[src/rtl/sramm_pkg.sv]
// Package with types and constants of the scope record averager.
`timescale 1ns / 1ps
`default_nettype none

package sramm_pkg;

  // Default configuration of the record geometry.
  localparam int unsigned PointsDefault     = 158;
  localparam int unsigned MaxAverageDefault = 10;

  // Field widths.
  localparam int unsigned SampleW   = 12;
  localparam int unsigned SumW      = 16;
  localparam int unsigned FactorW   = 4;
  localparam int unsigned GainW     = 3;
  localparam int unsigned IndexW    = 8;
  localparam int unsigned ValueW    = 15;
  localparam int unsigned RowW      = 11;
  localparam int unsigned CfgIndexW = 1;
  localparam int unsigned CfgDataW  = 4;

  // Screen mapping and scaling constants.
  localparam int unsigned ScreenMid      = 60;
  localparam int unsigned ScreenSpan     = 120;
  localparam int unsigned FullScaleShift = 12;
  localparam int unsigned MaxGainShift   = 4;
  localparam int unsigned ValueSat       = 32767;

  // Configuration register indexes.
  localparam logic [CfgIndexW-1:0] RegAvgFactor = 1'b0;
  localparam logic [CfgIndexW-1:0] RegGainShift = 1'b1;

  typedef enum logic [1:0] {
    ST_IDLE,
    ST_DIVIDE,
    ST_SCALE,
    ST_EMIT
  } sramm_state_e;

endpackage

`default_nettype wire

[src/rtl/scope_record_averager_min_max.sv]
// Top level of the scope record averager: boxcar decimation, gain, row map, peak tracking.
`timescale 1ns / 1ps
`default_nettype none

// A sample that completes a group gives its point after the shared restoring divider, one scale
// step and the load into the output register. Samples that do not complete a group are taken one
// per cycle while no point is in work; a point-completing sample holds in_stall_o high until its
// point is in the output register, longer if that register is still held by a stall.
// Reset clears the configuration to avg_factor 1 and gain_shift 1 and empties all accumulators.
module scope_record_averager_min_max #(
  parameter int unsigned POINTS      = sramm_pkg::PointsDefault,
  parameter int unsigned MAX_AVERAGE = sramm_pkg::MaxAverageDefault
) (
  input  wire                                  clk_i,
  input  wire                                  rst_ni,
  // Configuration write port.
  input  wire                                  cfg_we_i,
  input  wire  [sramm_pkg::CfgIndexW-1:0]      cfg_index_i,
  input  wire  [sramm_pkg::CfgDataW-1:0]       cfg_data_i,
  // Sample channel.
  input  wire                                  in_valid_i,
  output logic                                 in_stall_o,
  input  wire  [sramm_pkg::SampleW-1:0]        adc_sample_i,
  // Point channel.
  output logic                                 out_valid_o,
  input  wire                                  out_stall_i,
  output logic [sramm_pkg::IndexW-1:0]         point_index_o,
  output logic [sramm_pkg::ValueW-1:0]         point_value_o,
  output logic signed [sramm_pkg::RowW-1:0]    screen_row_o,
  output logic                                 record_last_o,
  output logic [sramm_pkg::SampleW-1:0]        record_max_o,
  output logic [sramm_pkg::SampleW-1:0]        record_min_o
);
  import sramm_pkg::*;

  // Derived constants. The point counter is a fixed 8 bits, so the last index is cast down.
  localparam logic [IndexW-1:0]  LastIdx   = IndexW'(POINTS - 1);
  localparam logic [FactorW-1:0] MaxFactor = FactorW'(MAX_AVERAGE);
  localparam logic [GainW-1:0]   MaxShift  = GainW'(MaxGainShift);
  localparam int unsigned        ProdW     = ValueW + 7;

  // Configuration registers.
  logic [FactorW-1:0] avg_factor_q;
  logic [GainW-1:0]   gain_shift_q;

  // Sequencer and accumulation state.
  sramm_state_e       state_q, state_d;
  logic [SumW-1:0]    sum_q, sum_d;
  logic [FactorW-1:0] group_q, group_d;
  logic [IndexW-1:0]  point_q, point_d;
  logic [SampleW-1:0] max_q, max_d;
  logic [SampleW-1:0] min_q, min_d;

  // Shared divider: the dividend register shifts left and collects quotient bits.
  logic [FactorW-1:0] divisor_q, divisor_d;
  logic [SumW-1:0]    quot_q, quot_d;
  logic [FactorW-1:0] rem_q, rem_d;
  logic [3:0]         step_q, step_d;

  // Per-point values held between the scale and emit steps.
  logic [IndexW-1:0]  idx_q, idx_d;
  logic               last_q, last_d;
  logic [ValueW-1:0]  scaled_q, scaled_d;

  // Output register.
  logic                     out_valid_q, out_valid_d;
  logic [IndexW-1:0]        point_index_q;
  logic [ValueW-1:0]        point_value_q;
  logic signed [RowW-1:0]   screen_row_q;
  logic                     record_last_q;
  logic [SampleW-1:0]       record_max_q;
  logic [SampleW-1:0]       record_min_q;

  // Combinational helpers.
  logic               in_beat;
  logic               out_beat;
  logic               out_free;
  logic               load_out;
  logic [FactorW-1:0] factor;
  logic [GainW-1:0]   shift;
  logic [SumW-1:0]    sum_new;
  logic [FactorW-1:0] group_new;
  logic               group_done;
  logic [FactorW:0]   rem_sh;
  logic               rem_ge;
  logic [FactorW:0]   rem_diff;
  logic [SampleW-1:0] avg;
  logic [SumW-1:0]    shifted;
  logic [ProdW-1:0]   prod;
  logic signed [RowW-1:0] row;

  // Effective factor and gain: zero factor acts as one, large values are clamped.
  always_comb begin
    if (avg_factor_q == '0) begin
      factor = FactorW'(1);
    end else if (avg_factor_q > MaxFactor) begin
      factor = MaxFactor;
    end else begin
      factor = avg_factor_q;
    end
    shift = (gain_shift_q > MaxShift) ? MaxShift : gain_shift_q;
  end

  assign in_stall_o = (state_q != ST_IDLE);
  assign in_beat    = in_valid_i && !in_stall_o;
  assign out_beat   = out_valid_q && !out_stall_i;
  assign out_free   = !out_valid_q || !out_stall_i;

  assign sum_new    = sum_q + SumW'(adc_sample_i);
  assign group_new  = group_q + FactorW'(1);
  assign group_done = (group_new >= factor);

  // One restoring step of the divider: shift in the next dividend bit and try a subtract.
  assign rem_sh   = {rem_q, quot_q[SumW-1]};
  assign rem_ge   = (rem_sh >= {1'b0, divisor_q});
  assign rem_diff = rem_sh - {1'b0, divisor_q};

  // The average keeps only its low 12 bits, as a lowered factor can leave a larger quotient.
  // It is widened to the full 16 bits before the shift so that no gain bit is lost.
  assign avg     = quot_q[SampleW-1:0];
  assign shifted = {{(SumW-SampleW){1'b0}}, avg} << shift;

  // Row mapping: 60 minus the scaled value times 120 over full scale.
  assign prod = ProdW'(scaled_q) * ProdW'(ScreenSpan);
  assign row  = RowW'(ScreenMid) - RowW'(prod[ProdW-1:FullScaleShift]);

  // Next state of the sequencer.
  always_comb begin
    state_d = state_q;
    case (state_q)
      ST_IDLE: begin
        if (in_beat && group_done) begin
          state_d = ST_DIVIDE;
        end
      end
      ST_DIVIDE: begin
        if (step_q == 4'hF) begin
          state_d = ST_SCALE;
        end
      end
      ST_SCALE: begin
        state_d = ST_EMIT;
      end
      ST_EMIT: begin
        if (out_free) begin
          state_d = ST_IDLE;
        end
      end
      default: begin
        state_d = ST_IDLE;
      end
    endcase
  end

  // Datapath controls and register updates per state.
  always_comb begin
    sum_d     = sum_q;
    group_d   = group_q;
    point_d   = point_q;
    max_d     = max_q;
    min_d     = min_q;
    divisor_d = divisor_q;
    quot_d    = quot_q;
    rem_d     = rem_q;
    step_d    = step_q;
    idx_d     = idx_q;
    last_d    = last_q;
    scaled_d  = scaled_q;
    load_out  = 1'b0;
    case (state_q)
      ST_IDLE: begin
        if (in_beat) begin
          if (group_done) begin
            // The group is complete: hand the sum to the divider and start a new group.
            sum_d     = '0;
            group_d   = '0;
            divisor_d = factor;
            quot_d    = sum_new;
            rem_d     = '0;
            step_d    = '0;
          end else begin
            sum_d   = sum_new;
            group_d = group_new;
          end
        end
      end
      ST_DIVIDE: begin
        rem_d  = rem_ge ? rem_diff[FactorW-1:0] : rem_sh[FactorW-1:0];
        quot_d = {quot_q[SumW-2:0], rem_ge};
        step_d = step_q + 4'd1;
      end
      ST_SCALE: begin
        idx_d = point_q;
        if (point_q == '0) begin
          max_d = avg;
          min_d = avg;
        end else begin
          if (avg > max_q) begin
            max_d = avg;
          end
          if (avg < min_q) begin
            min_d = avg;
          end
        end
        scaled_d = (shifted > SumW'(ValueSat)) ? ValueW'(ValueSat) : shifted[ValueW-1:0];
        last_d   = (point_q >= LastIdx);
        point_d  = (point_q >= LastIdx) ? '0 : point_q + IndexW'(1);
      end
      ST_EMIT: begin
        load_out = out_free;
      end
      default: begin
        load_out = 1'b0;
      end
    endcase
  end

  always_comb begin
    if (load_out) begin
      out_valid_d = 1'b1;
    end else if (out_beat) begin
      out_valid_d = 1'b0;
    end else begin
      out_valid_d = out_valid_q;
    end
  end

  // Control and architectural state.
  always_ff @(posedge clk_i or negedge rst_ni) begin
    if (!rst_ni) begin
      avg_factor_q <= FactorW'(1);
      gain_shift_q <= GainW'(1);
      state_q      <= ST_IDLE;
      sum_q        <= '0;
      group_q      <= '0;
      point_q      <= '0;
      max_q        <= '0;
      min_q        <= '0;
      step_q       <= '0;
      out_valid_q  <= 1'b0;
    end else begin
      if (cfg_we_i && (cfg_index_i == RegAvgFactor)) begin
        avg_factor_q <= cfg_data_i[FactorW-1:0];
      end
      if (cfg_we_i && (cfg_index_i == RegGainShift)) begin
        gain_shift_q <= cfg_data_i[GainW-1:0];
      end
      state_q     <= state_d;
      sum_q       <= sum_d;
      group_q     <= group_d;
      point_q     <= point_d;
      max_q       <= max_d;
      min_q       <= min_d;
      step_q      <= step_d;
      out_valid_q <= out_valid_d;
    end
  end

  // Payload registers.
  always_ff @(posedge clk_i) begin
    divisor_q <= divisor_d;
    quot_q    <= quot_d;
    rem_q     <= rem_d;
    idx_q     <= idx_d;
    last_q    <= last_d;
    scaled_q  <= scaled_d;
    if (load_out) begin
      point_index_q <= idx_q;
      point_value_q <= scaled_q;
      screen_row_q  <= row;
      record_last_q <= last_q;
      record_max_q  <= last_q ? max_q : '0;
      record_min_q  <= last_q ? min_q : '0;
    end
  end

  assign out_valid_o   = out_valid_q;
  assign point_index_o = point_index_q;
  assign point_value_o = point_value_q;
  assign screen_row_o  = screen_row_q;
  assign record_last_o = record_last_q;
  assign record_max_o  = record_max_q;
  assign record_min_o  = record_min_q;

endmodule

`default_nettype wire

[config.mk]
export PLATFORM = sky130hd
export DESIGN_NAME = scope_record_averager_min_max
export DESIGN_NICKNAME = d
export VERILOG_FILES = /design/src/rtl/sramm_pkg.sv /design/src/rtl/scope_record_averager_min_max.sv
export SDC_FILE = /design/constraint.sdc
export NUM_CORES = 1
export LEC_CHECK = 0
export CORE_MARGIN = 2
export CORE_UTILIZATION = 33
export DETAILED_ROUTE_END_ITERATION = 12
export DONT_BUFFER_PORTS = 1
export PLACE_DENSITY = 0.55
export SLEW_MARGIN = 5
export SYNTH_ARGS = -nofsm -noshare
export SYNTH_HDL_FRONTEND = slang
export SYNTH_SLANG_ARGS = --single-unit
export TNS_END_PERCENT = 5
[constraint.sdc]
create_clock -name clk_i -period 6.5 [get_ports clk_i]
set_clock_uncertainty 0.05 [all_clocks]
set_input_delay 0.325 -clock clk_i [delete_from_list [all_inputs] [get_ports clk_i]]
set_output_delay 0.325 -clock clk_i [all_outputs]
set_load 0.1 [all_outputs]
* Word-level counts from Yosys, hierarchy flattened
Index checks and enable logic that the tools add are counted.
** Word-level totals
- Register bits after elaboration :: 173
- Input bits :: 22
- Output and inout bits :: 61
- Logic and storage cells :: 96
** Operators by class
- Add/subtract/negate cells :: 6
- Multiply operators :: 1
- Magnitude comparators :: 8
- Equal/unequal tests :: 9
- Shift-type cells :: 1
- Mux-type cells :: 25
- Bitwise gates (word level) :: 1
- Reductions and logical operators :: 23
** Operator list (count)
- two-way mux 12 bit :: 4
- two-way mux 16 bit :: 3
- one-hot mux 16 bit (2 select lines) :: 1
- two-way mux 4 bit :: 6
- multiplier 15 x 4 -> 19 bit, second input constant :: 1
- adder 16 x 12 -> 16 bit :: 1
- greater-than comparator 16 x 15 -> 1 bit, second input constant :: 1
- one-hot mux 4 bit (2 select lines) :: 2
- << shifter 12 x 3 -> 16 bit :: 1
- greater-than comparator 12 bit :: 1
- less-than comparator 12 bit :: 1
- subtractor 6 x 10 -> 11 bit, first input constant :: 1
- inequality test 2 bit, second input constant :: 5
- nonzero test 2 bit :: 5
- AND reduction 3 bit :: 3
- adder 4 x 1 -> 4 bit, second input constant :: 2
- adder 8 x 1 -> 8 bit, second input constant :: 1
- greater-or-equal comparator 8 bit, second input constant :: 1
- zero test 8 bit :: 1
- two-way mux 8 bit :: 1
- one-hot mux 2 bit (4 select lines) :: 1
- two-way mux 2 bit :: 3
- AND reduction 2 bit :: 3
- greater-or-equal comparator 5 x 4 -> 1 bit :: 1
- other kinds (15) :: 24

* Longest topological paths before layout
Gate-level depths: netlist (run 1).
- Depth after elaboration :: 7
- Depth in mapped cells :: 17
- Depth with buffers taken out :: 17

* Worst setup path after synthesis (run 1)
OpenSTA, ideal clock, no wires.
- Kind :: register to register
- Start :: register out_valid_q (netlist: out_valid_o)
- End :: register point_index_q[0] (netlist: point_index_o[0]) (enable)
- Setup time :: 566 ps
- Data arrival time :: 5215 ps
- Required time :: 5884 ps
- Setup slack :: 669 ps
- Stages on the path, launching flop included :: 2
- Path through :: dfrtp_1 > a21boi_0
** On the way
- Word-level cells in the longest chain between the ends :: 3
** Ends and longest elaborated chain
- start: declaration :: RTL line scope_record_averager_min_max.sv:66 : logic out_valid_q, out_valid_d;
- start signal: assignment :: RTL line scope_record_averager_min_max.sv:255 : out_valid_q <= out_valid_d;
- zero test 1 bit :: RTL line scope_record_averager_min_max.sv:107 : assign out_free = !out_valid_q || !out_stall_i;
- logical OR 1 bit :: RTL line scope_record_averager_min_max.sv:107
- two-way mux 1 bit :: RTL line scope_record_averager_min_max.sv:170 : case (state_q)
- net load_out :: RTL line scope_record_averager_min_max.sv:78 : logic load_out;
- end signal: assignment :: RTL line scope_record_averager_min_max.sv:268 : point_index_q <= idx_q;
- end: declaration :: RTL line scope_record_averager_min_max.sv:67 : logic [IndexW-1:0] point_index_q;
The timed path passes the listed nets, and every way through them passes these cells.
A chain may end at the register's enable or synchronous reset.

* Worst setup path in the final report (run 1)
- Start :: register scaled_q[2]
- End :: register screen_row_q[8] (netlist: screen_row_o[8]), data pin
** On the way
- Word-level cells in the longest chain between the ends :: 2
** Ends and longest elaborated chain
- start: declaration :: RTL line scope_record_averager_min_max.sv:63 : logic [ValueW-1:0] scaled_q, scaled_d;
- start signal: assignment :: RTL line scope_record_averager_min_max.sv:266 : scaled_q <= scaled_d;
- multiplier 15 x 4 -> 19 bit :: RTL line scope_record_averager_min_max.sv:124 : assign prod = ProdW'(scaled_q) * ProdW'(ScreenSpan);
- net prod[12] :: RTL line scope_record_averager_min_max.sv:89 : logic [ProdW-1:0] prod;
- subtractor 6 x 10 -> 11 bit :: RTL line scope_record_averager_min_max.sv:125 : assign row = RowW'(ScreenMid) - RowW'(prod[ProdW-1:FullScaleShift]);
- net row[8] :: RTL line scope_record_averager_min_max.sv:90 : logic signed [RowW-1:0] row;
- end signal: assignment :: RTL line scope_record_averager_min_max.sv:270 : screen_row_q <= row;
- end: declaration :: RTL line scope_record_averager_min_max.sv:69 : logic signed [RowW-1:0] screen_row_q;
The timed path passes the listed nets, and every way through them passes these cells.

==> results of run 1 <==
==> cell families (layout without fill, tap and decap cells) <==
kind of cell	after synthesis	count (layout)	share of synthesized area
AND/OR/NAND/NOR	193	193	0.0958
flip-flops	173	173	0.497
XOR/XNOR	37	37	0.0339
adder cells (fa/ha/maj)	104	104	0.154
buffers and inverters	113	133	0.0445
multiplexers	52	52	0.0613
other	0	1	0
AO/OA/AOI/OAI	177	177	0.113
==> cells in the final DEF, fill, tap and decap left out, drive strengths merged, types with 14 or more instances in the layout <==
cell	netlist	final
xnor2	22	22
a21oi	34	34
nand2	69	69
and2	26	26
mux2	37	37
nand2b	14	14
edfxtp	107	107
clkbuf	19	18
nand3	17	17
dfrtp	64	64
inv	90	100
fa	28	28
a21o	17	17
mux2i	15	15
o21ai	74	74
ha	75	75
nor2	30	30
xor2	15	15
==> final cells by class <==
type                       instances  share of cell area
inverter                          90              0.0310
timing repair buffer              11              0.0110
clock buffer                      18              0.0413
sequential                       173               0.446
tap                              390              0.0448
antenna                            1            0.000229
clock inverter                    14              0.0125
multi-input combinational        563               0.413
==> critical path: stages (launching register included) <==
cell,delay (ns)
edfxtp_1,0.45
inv_1,0.13
fa_1,0.54
inv_1,0.05
fa_1,0.45
ha_1,0.32
nand3_1,0.09
o211ai_2,0.26
o21ai_0,0.12
a21oi_1,0.17
xor2_1,0.25
inv_1,0.07
ha_1,0.23
nor3_1,0.39
a31o_1,0.24
or4_1,0.11
nand4_1,0.10
xnor2_1,0.14
==> synth_stat cells (all sizes together), types with 7 or more instances <==
cell    number
mux2i       15
inv         90
xnor2       22
a21oi       34
nand2b      14
a21o        17
fa          28
nor2b        9
nor3         7
nand3       17
nand2       69
and2        26
o31ai        7
dfrtp       64
ha          75
nor2        30
edfxtp     107
o21ai       74
xor2        15
clkbuf      19
mux2        37
==> final timing paths <==
kind,to,cells past startpoint,startpoint
worst max-delay path,screen_row_o[8],17,scaled_q[2]
worst max register to register,screen_row_o[8],17,scaled_q[2]
worst min-delay path,avg_factor_q[3],2,cfg_index_i
worst min register to register,point_index_o[2],0,idx_q[2]
max in group asynchronous,avg_factor_q[0],2,rst_ni
min in group asynchronous,sum_q[4],2,rst_ni
==> per-stage QoR <==
stage	hold WS (ns)	worst slack (ns)
5_1_grt	0.130	1.71
3_5_place_dp	-0.0138	2.07
4_1_cts	0.104	2.05
2_1_floorplan	-0.0206	0.669
3_3_place_gp	-0.0154	2.20
6_report	0.133	2.07
==> sequential cells by signal, indices dropped and copies added, names as in the netlist, 8 cells and up <==
name	count
scaled_q	15
point_q	8
max_q	12
min_q	12
point_index_o	8
record_min_o	12
screen_row_o	11
point_value_o	15
record_max_o	12
sum_q	16
quot_q	16
idx_q	8
==> metal layers <==
layer,track usage,vias to the layer above,part of all wire
met3,0.0327,15,0.038
li1,-,2993,-
met1,0.175,2922,0.48
met5,0,-,0
met2,0.216,88,0.47
met4,0.0399,0,0.011
==> run metrics, run 1 <==
CTS tree yes; Max Fclk roughly 230 MHz; Final Max Tran Viols 0; crit path time final roughly 4.4 ns; DRC 0; wire length per cell approximately 16 µm; Hold Vio Cnt, Final 0; Finished Cell Area 10900 µm²; drt pass-1 iters 4; post-cts resize count 0; WP data arrival about 4.6 ns; H-tree depth 4; #FFs+latches synth between 150 and 200; Synth Flop Type edfxtp_1; IO buf count 0; global-route wire length before repair 32100 µm; pin count of the biggest net entering global routing 67; CP startpoint kind flop; mapped cell area 9790 µm²; relative slew slack 0.201; Unique masters post-synth 64; Post-Route WL ~20000 µm; Cells after Synth 849; layout cells sized above 1 0.0978; grt total ovfl 0; Cell Count, Final, Fillers Out 1260; remaining antenna violation count after routing 0; Die Span X roughly 180 µm; multi-input logic area 4500 µm²; number of I/O pins 83; unrepaired setup endpoints after global routing false; Initial Utilization 0.333; Post-synth EDFFs about 110; # fillers around 2900; CP Class flop to flop; Clock Latency Late Sink ~0.44 ns; max cap viols 0; CTS Buf Count 17; Ys Warns 0; Cell Rows 63; area grow syn2layout 11.3%; clk root buf clkbuf_16; DP Cell Count 1219; sequential area share after synthesis 0.497; CTS Hold Bufs 8; worst slew pin tran 1.19 ns; area of the die 31100 µm²; Setup TNS 0 ns; CP endpoint kind flop; routability cong. about 0.8; GRT Resource Usage Total 0.133; status completed; Req. time, crit path around 6.6 ns; drt initial violations around 390; initial antenna violation count 1; clk slew on worst S/H paths around 0.07 ns; placed cell areas 10200 µm²; Sink Count between 150 and 200; final net count 981; Max clock buf depth 2; post-route clock period utilization 0.681; sequential cell area between 4000 and 5000 µm²; Core ar. around 29000 µm²; Yosys top cell area share 0.328; HP Class input pin to flop; vias in the first global route about 6000; synth top area cells edfxtp_1 33%, dfrtp_1 16%, ha_1 9.6%, fa_1 5.7%, o21ai_0 3.5%; asr flop ratio synth 0.382; Vias/cell between 4 and 5; Syn Nets a little under 1000; Crit Path Max Fanout 4; worst reg2reg setup slack between 2 and 2.5 ns; Final setup viols 0; post-CTS repair timing setup buffer count 0; final core utilization 0.371; Synth Area per Inst between 10 and 15 µm²; detailed-route via count 6018; HPWL after DPL ~14000 µm; largest area contributor in the netlist edfxtp_1; Die Span Y 176 µm
Power of run 1 is not shown: default switching activity piles up to over one toggle a cycle in this logic, so the estimate is an artifact.
==> run 2: changes to the inputs <==
==> constraint.sdc (replaced) <==
create_clock -name clk_i -period 4.6 [get_ports clk_i]
set_clock_uncertainty 0.05 [all_clocks]
set_input_delay 0.23 -clock clk_i [delete_from_list [all_inputs] [get_ports clk_i]]
set_output_delay 0.23 -clock clk_i [all_outputs]
set_load 0.1 [all_outputs]
==> run 2 against run 1 <==
Effect of this change: count of clock-buffer cells in the layout decreased by 1; cell area increased by 0.61%; die area unchanged; largest cell class unchanged; highest routed layer unchanged; fmax increased by 3.9%.
==> run metrics, run 2 (synthesized netlist as in run 1, its figures left out) <==
Place WS 0.265 ns (was 2.07 ns); remaining antenna violation count after routing 0 (unchanged); Crit Path Max Fanout 4 (unchanged); most frequent cells in the layout 107 x edfxtp_1, 88 x inv_1, 75 x ha_1 (was 107 x edfxtp_1, 90 x inv_1, 75 x ha_1); grt total ovfl 0 (unchanged); WP data arrival 4.41 ns (was 4.56 ns); CP Class flop to flop (unchanged); HP Class input pin to flop (unchanged); max cap viols 0 (unchanged); crit path time final 4.26 ns (was 4.43 ns); clk root buf clkbuf_16 (unchanged); Core ar. 29400 µm² (unchanged); DP Cell Count 1226 (was 1219); grt met1 use 0.175 (about the same); CTS Buf Count 17 (unchanged); ordered list of cells on the worst path inv_1, fa_1, inv_1, fa_1, ha_1, nand3_1, o211ai_2, o21ai_0, a21oi_1, xor2_1, inv_1, ha_1, nor3_1, a31o_1, or4_1, nand4_1, xnor2_1 (unchanged); Cell Count, Final, Fillers Out 1270 (was 1260); CTS tree yes (unchanged); top flop regs quot_q (16), sum_q (16) (unchanged); HPWL after DPL 14000 µm (was 13800 µm); Worst Hold Depth 3 (was 2); GRT Resource Usage Total 0.134 (was 0.133); Final Max Tran Viols 0 (unchanged); area of the die 31100 µm² (unchanged); Setup TNS 0 ns (unchanged); DRC 0 (unchanged); GR Util met3 0.0329 (was 0.0327); unrepaired setup endpoints after global routing false (unchanged); status completed (unchanged); Max clock buf depth 2 (unchanged); drt initial violations 384 (was 388); Cell Rows 63 (unchanged); Worst Hold Launch out_stall_i (was cfg_index_i); Hold Vio Cnt, Final 0 (unchanged); worst reg2reg setup slack 0.34 ns (was 2.07 ns); vias in the first global route 6103 (was 6021); drt pass-1 iters 4 (unchanged); multi-input logic area 4500 µm² (unchanged); worst slew pin tran 1.03 ns (was 1.19 ns); wire length per cell 15.6 µm (about the same); crit path launch scaled_q[3] (was scaled_q[2]); Largest stage delay, worst path 0.54 ns (about the same); Vias/cell 4.80 (was 4.78); Clock Latency Late Sink 0.45 ns (was 0.44 ns); CP endpoint kind flop (unchanged); Die Span Y 176 µm (unchanged); Req. time, crit path 4.75 ns (was 6.63 ns); Die Span X 176 µm (unchanged); Initial Utilization 0.333 (unchanged); worst-path cell with the longest stage delay fa_1 (unchanged); initial antenna violation count 1 (unchanged); post-route clock period utilization 0.927 (was 0.681); final net count 991 (was 981); Max Fclk 235 MHz (was 226 MHz); routability cong. 0.816 (was 0.822); Critical path buffers and inverters 3 (unchanged); number of I/O pins 83 (unchanged); detailed-route via count 6098 (was 6018); H-tree depth 4 (unchanged); Final setup viols 0 (unchanged); layout cells sized above 1 0.109 (was 0.0978); global-route met2 utilization 0.217 (was 0.216); CP delay by family, top adder cells (unchanged); # fillers 2855 (was 2866); global-route wire length before repair 32400 µm (was 32100 µm); IO buf count 0 (unchanged); Hold Path Sink state_q[0] (was avg_factor_q[3]); area grow syn2layout 12.0% (was 11.3%); Worst path depth 17 (unchanged); reg2reg start scaled_q[3] (was scaled_q[2]); sequential cell area 4870 µm² (unchanged); Reg-to-Reg End screen_row_o[8] (unchanged); pin count of the biggest net entering global routing 67 (unchanged); Sink Count 173 (unchanged); most used cell, CP inv_1 (unchanged); clk slew on worst S/H paths 0.07 ns (about the same); Top Usage Layer GRT met2 (unchanged); FF-to-FF path depth 17 (unchanged); relative slew slack 0.316 (was 0.201); commonest non-fill, non-tap cell in the layout edfxtp_1 (unchanged); Post-Route WL 19800 µm (was 19600 µm); CP startpoint kind flop (unchanged); post-route setup slack 0.337 ns (was 2.07 ns)
[run 2: changes by cell type in the layout (fill, tap and decap cells not counted), moves of 2 or more]
cell | before | now
inv_1 | 90 | 88
inv_4 | 0 | 2
inv_6 | 6 | 3
buf_4 | 3 | 12
inv_2 | 0 | 2
[run 2: metrics by stage]
step / util / instance area, µm² / hold slack (ns)
2_1_floorplan: - / 9790 / -0.116
3_3_place_gp: 0.349 / 10300 / -0.109
3_5_place_dp: 0.349 / 10300 / -0.109
4_1_cts: 0.373 / 11000 / 0.0439
5_1_grt: 0.373 / 11000 / 0.0732
6_report: 0.373 / 11000 / 0.0683
[run 2: per-layer routing]
layer  vias up  wire length, µm
met5         -                0
met4         0              334
met1      2959             9390
li1       3015                -
met3        23              729
met2       101             9330
[run 2: how the worst max path moves through the flow]
stage                            end  slack (ns)
floorplan           point_index_o[0]        0.32
global placement     screen_row_o[9]        0.41
detailed placement   screen_row_o[8]        0.26
CTS                  screen_row_o[8]        0.25
global route         screen_row_o[8]        0.02
finish               screen_row_o[8]        0.34
[run 2: worst min-delay path, cell delays in order]
cell     delay (ns)
a32oi_1        0.07
nand2_1        0.12
a21oi_1        0.09
[run 2: timing repair]
item                                   CTS  global route
endpoints found under the hold margin   75             0
setup endpoints to repair                0             2
buffers inserted                         0             2
hold buffers                             9             0
gates resized for setup                  0             2
[run 2: final cells by class]
cell class                 count  area share
clock buffer                  17      0.0388
sequential                   173       0.444
clock inverter                15      0.0137
antenna                        1    0.000228
timing repair buffer          21      0.0180
inverter                      90      0.0308
multi-input combinational    563       0.410
tap                          390      0.0445
Power of run 2 is left out for the same reason.
==> run 3: changes to the inputs <==
--- a/config.mk
+++ b/config.mk
@@ -10,6 +10,7 @@
 export DETAILED_ROUTE_END_ITERATION = 12
 export DONT_BUFFER_PORTS = 1
 export PLACE_DENSITY = 0.55
+export RECOVER_POWER = 50
 export SLEW_MARGIN = 5
 export SYNTH_ARGS = -nofsm -noshare
 export SYNTH_HDL_FRONTEND = slang
==> run 3 against run 2 <==
Effect of this change: the run now ends with capacitance limit, slew limit left; cell count stayed put; register-to-register slack hardly changed; global-route usage stayed put; critical path type unchanged; count of clock-buffer cells in the layout stayed put; via count is 0.30% lower; fmax hardly changed; core utilization is 0.072 points lower.
==> run metrics, run 3 (synthesized netlist as in run 1, its figures left out) <==
commonest non-fill, non-tap cell in the layout edfxtp_1 (unchanged); area grow syn2layout 11.8% (was 12.0%); drt pass-1 iters 4 (unchanged); Final Max Tran Viols 106 (was 0); CTS Buf Count 17 (unchanged); Post-Route WL 19800 µm (about the same); most frequent cells in the layout 107 x edfxtp_1, 88 x inv_1, 75 x ha_1 (unchanged); crit path time final 4.26 ns (about the same); drt initial violations 416 (was 384); layout cells sized above 1 0.106 (was 0.109); IO buf count 0 (unchanged); CP startpoint kind flop (unchanged); H-tree depth 4 (unchanged); post-route clock period utilization 0.927 (about the same); most used cell, CP inv_1 (unchanged); Vias/cell 4.79 (was 4.80); Final setup viols 0 (unchanged); routability cong. 0.816 (unchanged); Critical path buffers and inverters 3 (unchanged); final net count 991 (unchanged); Largest stage delay, worst path 0.54 ns (about the same); Core ar. 29400 µm² (unchanged); max cap viols 2 (was 0); Hold Vio Cnt, Final 0 (unchanged); top flop regs quot_q (16), sum_q (16) (unchanged); DRC 0 (unchanged); HP Class input pin to flop (unchanged); pin count of the biggest net entering global routing 67 (unchanged); ordered list of cells on the worst path inv_1, fa_1, inv_1, fa_1, ha_1, nand3_1, o211ai_2, o21ai_0, a21oi_1, xor2_1, inv_1, ha_1, nor3_1, a31o_1, or4_1, nand4_1, xnor2_1 (unchanged); Max Fclk 235 MHz (about the same); failing checks capacitance limit, slew limit; area of the die 31100 µm² (unchanged); GRT Resource Usage Total 0.134 (unchanged); HPWL after DPL 14000 µm (unchanged); unrepaired setup endpoints after global routing false (unchanged); Req. time, crit path 4.74 ns (was 4.75 ns); CTS tree yes (unchanged); clk slew on worst S/H paths 0.07 ns (about the same); Crit Path Max Fanout 4 (unchanged); Clock Latency Late Sink 0.45 ns (about the same); CP Class flop to flop (unchanged); Setup TNS 0 ns (unchanged); Die Span X 176 µm (unchanged); detailed-route via count 6080 (was 6098); remaining antenna violation count after routing 0 (unchanged); Cell Rows 63 (unchanged); Initial Utilization 0.333 (unchanged); Max clock buf depth 2 (unchanged); clk root buf clkbuf_16 (unchanged); Die Span Y 176 µm (unchanged); wire length per cell 15.6 µm (about the same); status finished with violations (was completed); CP endpoint kind flop (unchanged); number of I/O pins 83 (unchanged); vias in the first global route 6103 (unchanged); global-route wire length before repair 32400 µm (unchanged); worst slew pin tran 3.41 ns (was 1.03 ns); CP delay by family, top adder cells (unchanged); initial antenna violation count 1 (unchanged); grt total ovfl 0 (unchanged); worst-path cell with the longest stage delay fa_1 (unchanged); relative slew slack -1.27 (was 0.316); Sink Count 173 (unchanged); WP data arrival 4.41 ns (about the same)
run 3: routing by layer:
metal,global-route usage,share of wire,up-vias
li1,-,-,3014
met1,0.175,0.47,2962
met2,0.217,0.47,84
met3,0.0329,0.036,20
met4,0.0475,0.017,0
met5,0,0,-
run 3: tightest hold or removal path, delay by kind of cell:
| family | cells | cell delay [ns] |
|---|---|---|
| AOI/OAI and AO/OA | 2 | 0.16 |
| and+or+nand+nor | 1 | 0.12 |
run 3: worst paths after layout:
check,startpoint,endpoint,slack [ns],depth (start not counted)
min reg2reg,idx_q[0],point_index_o[0],0.37,0
max in group asynchronous,rst_ni,point_q[3],0.92,2
max reg2reg,scaled_q[3],screen_row_o[8],0.34,17
min in group asynchronous,rst_ni,sum_q[5],1.65,2
min,out_stall_i,state_q[0],0.07,3
max,scaled_q[3],screen_row_o[8],0.34,17
run 3: final cells by class:
cell class | instances | area, µm²
Clock buffer | 17 | 425
Multi-Input combinational cell | 563 | 4500
Clock inverter | 15 | 150
Timing Repair Buffer | 21 | 176
Tap cell | 390 | 488
Fill cell | 2855 | 18500
Antenna cell | 1 | 2.50
Inverter | 90 | 338
Sequential cell | 173 | 4870
run 3: what timing repair did:
item	in CTS	in global routing
buffers inserted	0	2
gates resized for setup	0	2
hold buffers	9	0
setup endpoints to repair	0	2
hold endpoints to repair	75	0
run 3: stage by stage:
stage | cells | setup WS, ns | util | instance area (µm²) | hold slack (ns)
final | 1270 | 0.336 | 0.372 | 10900 | 0.0699
after global placement | 1226 | 0.409 | 0.349 | 10300 | -0.109
after CTS | 1267 | 0.252 | 0.373 | 11000 | 0.0439
after detailed placement | 1226 | 0.265 | 0.349 | 10300 | -0.109
after global routing | 1269 | 0.0175 | 0.372 | 10900 | 0.0757
after floorplan | 849 | 0.321 | - | 9790 | -0.116
Power of run 3 is left out for the same reason.
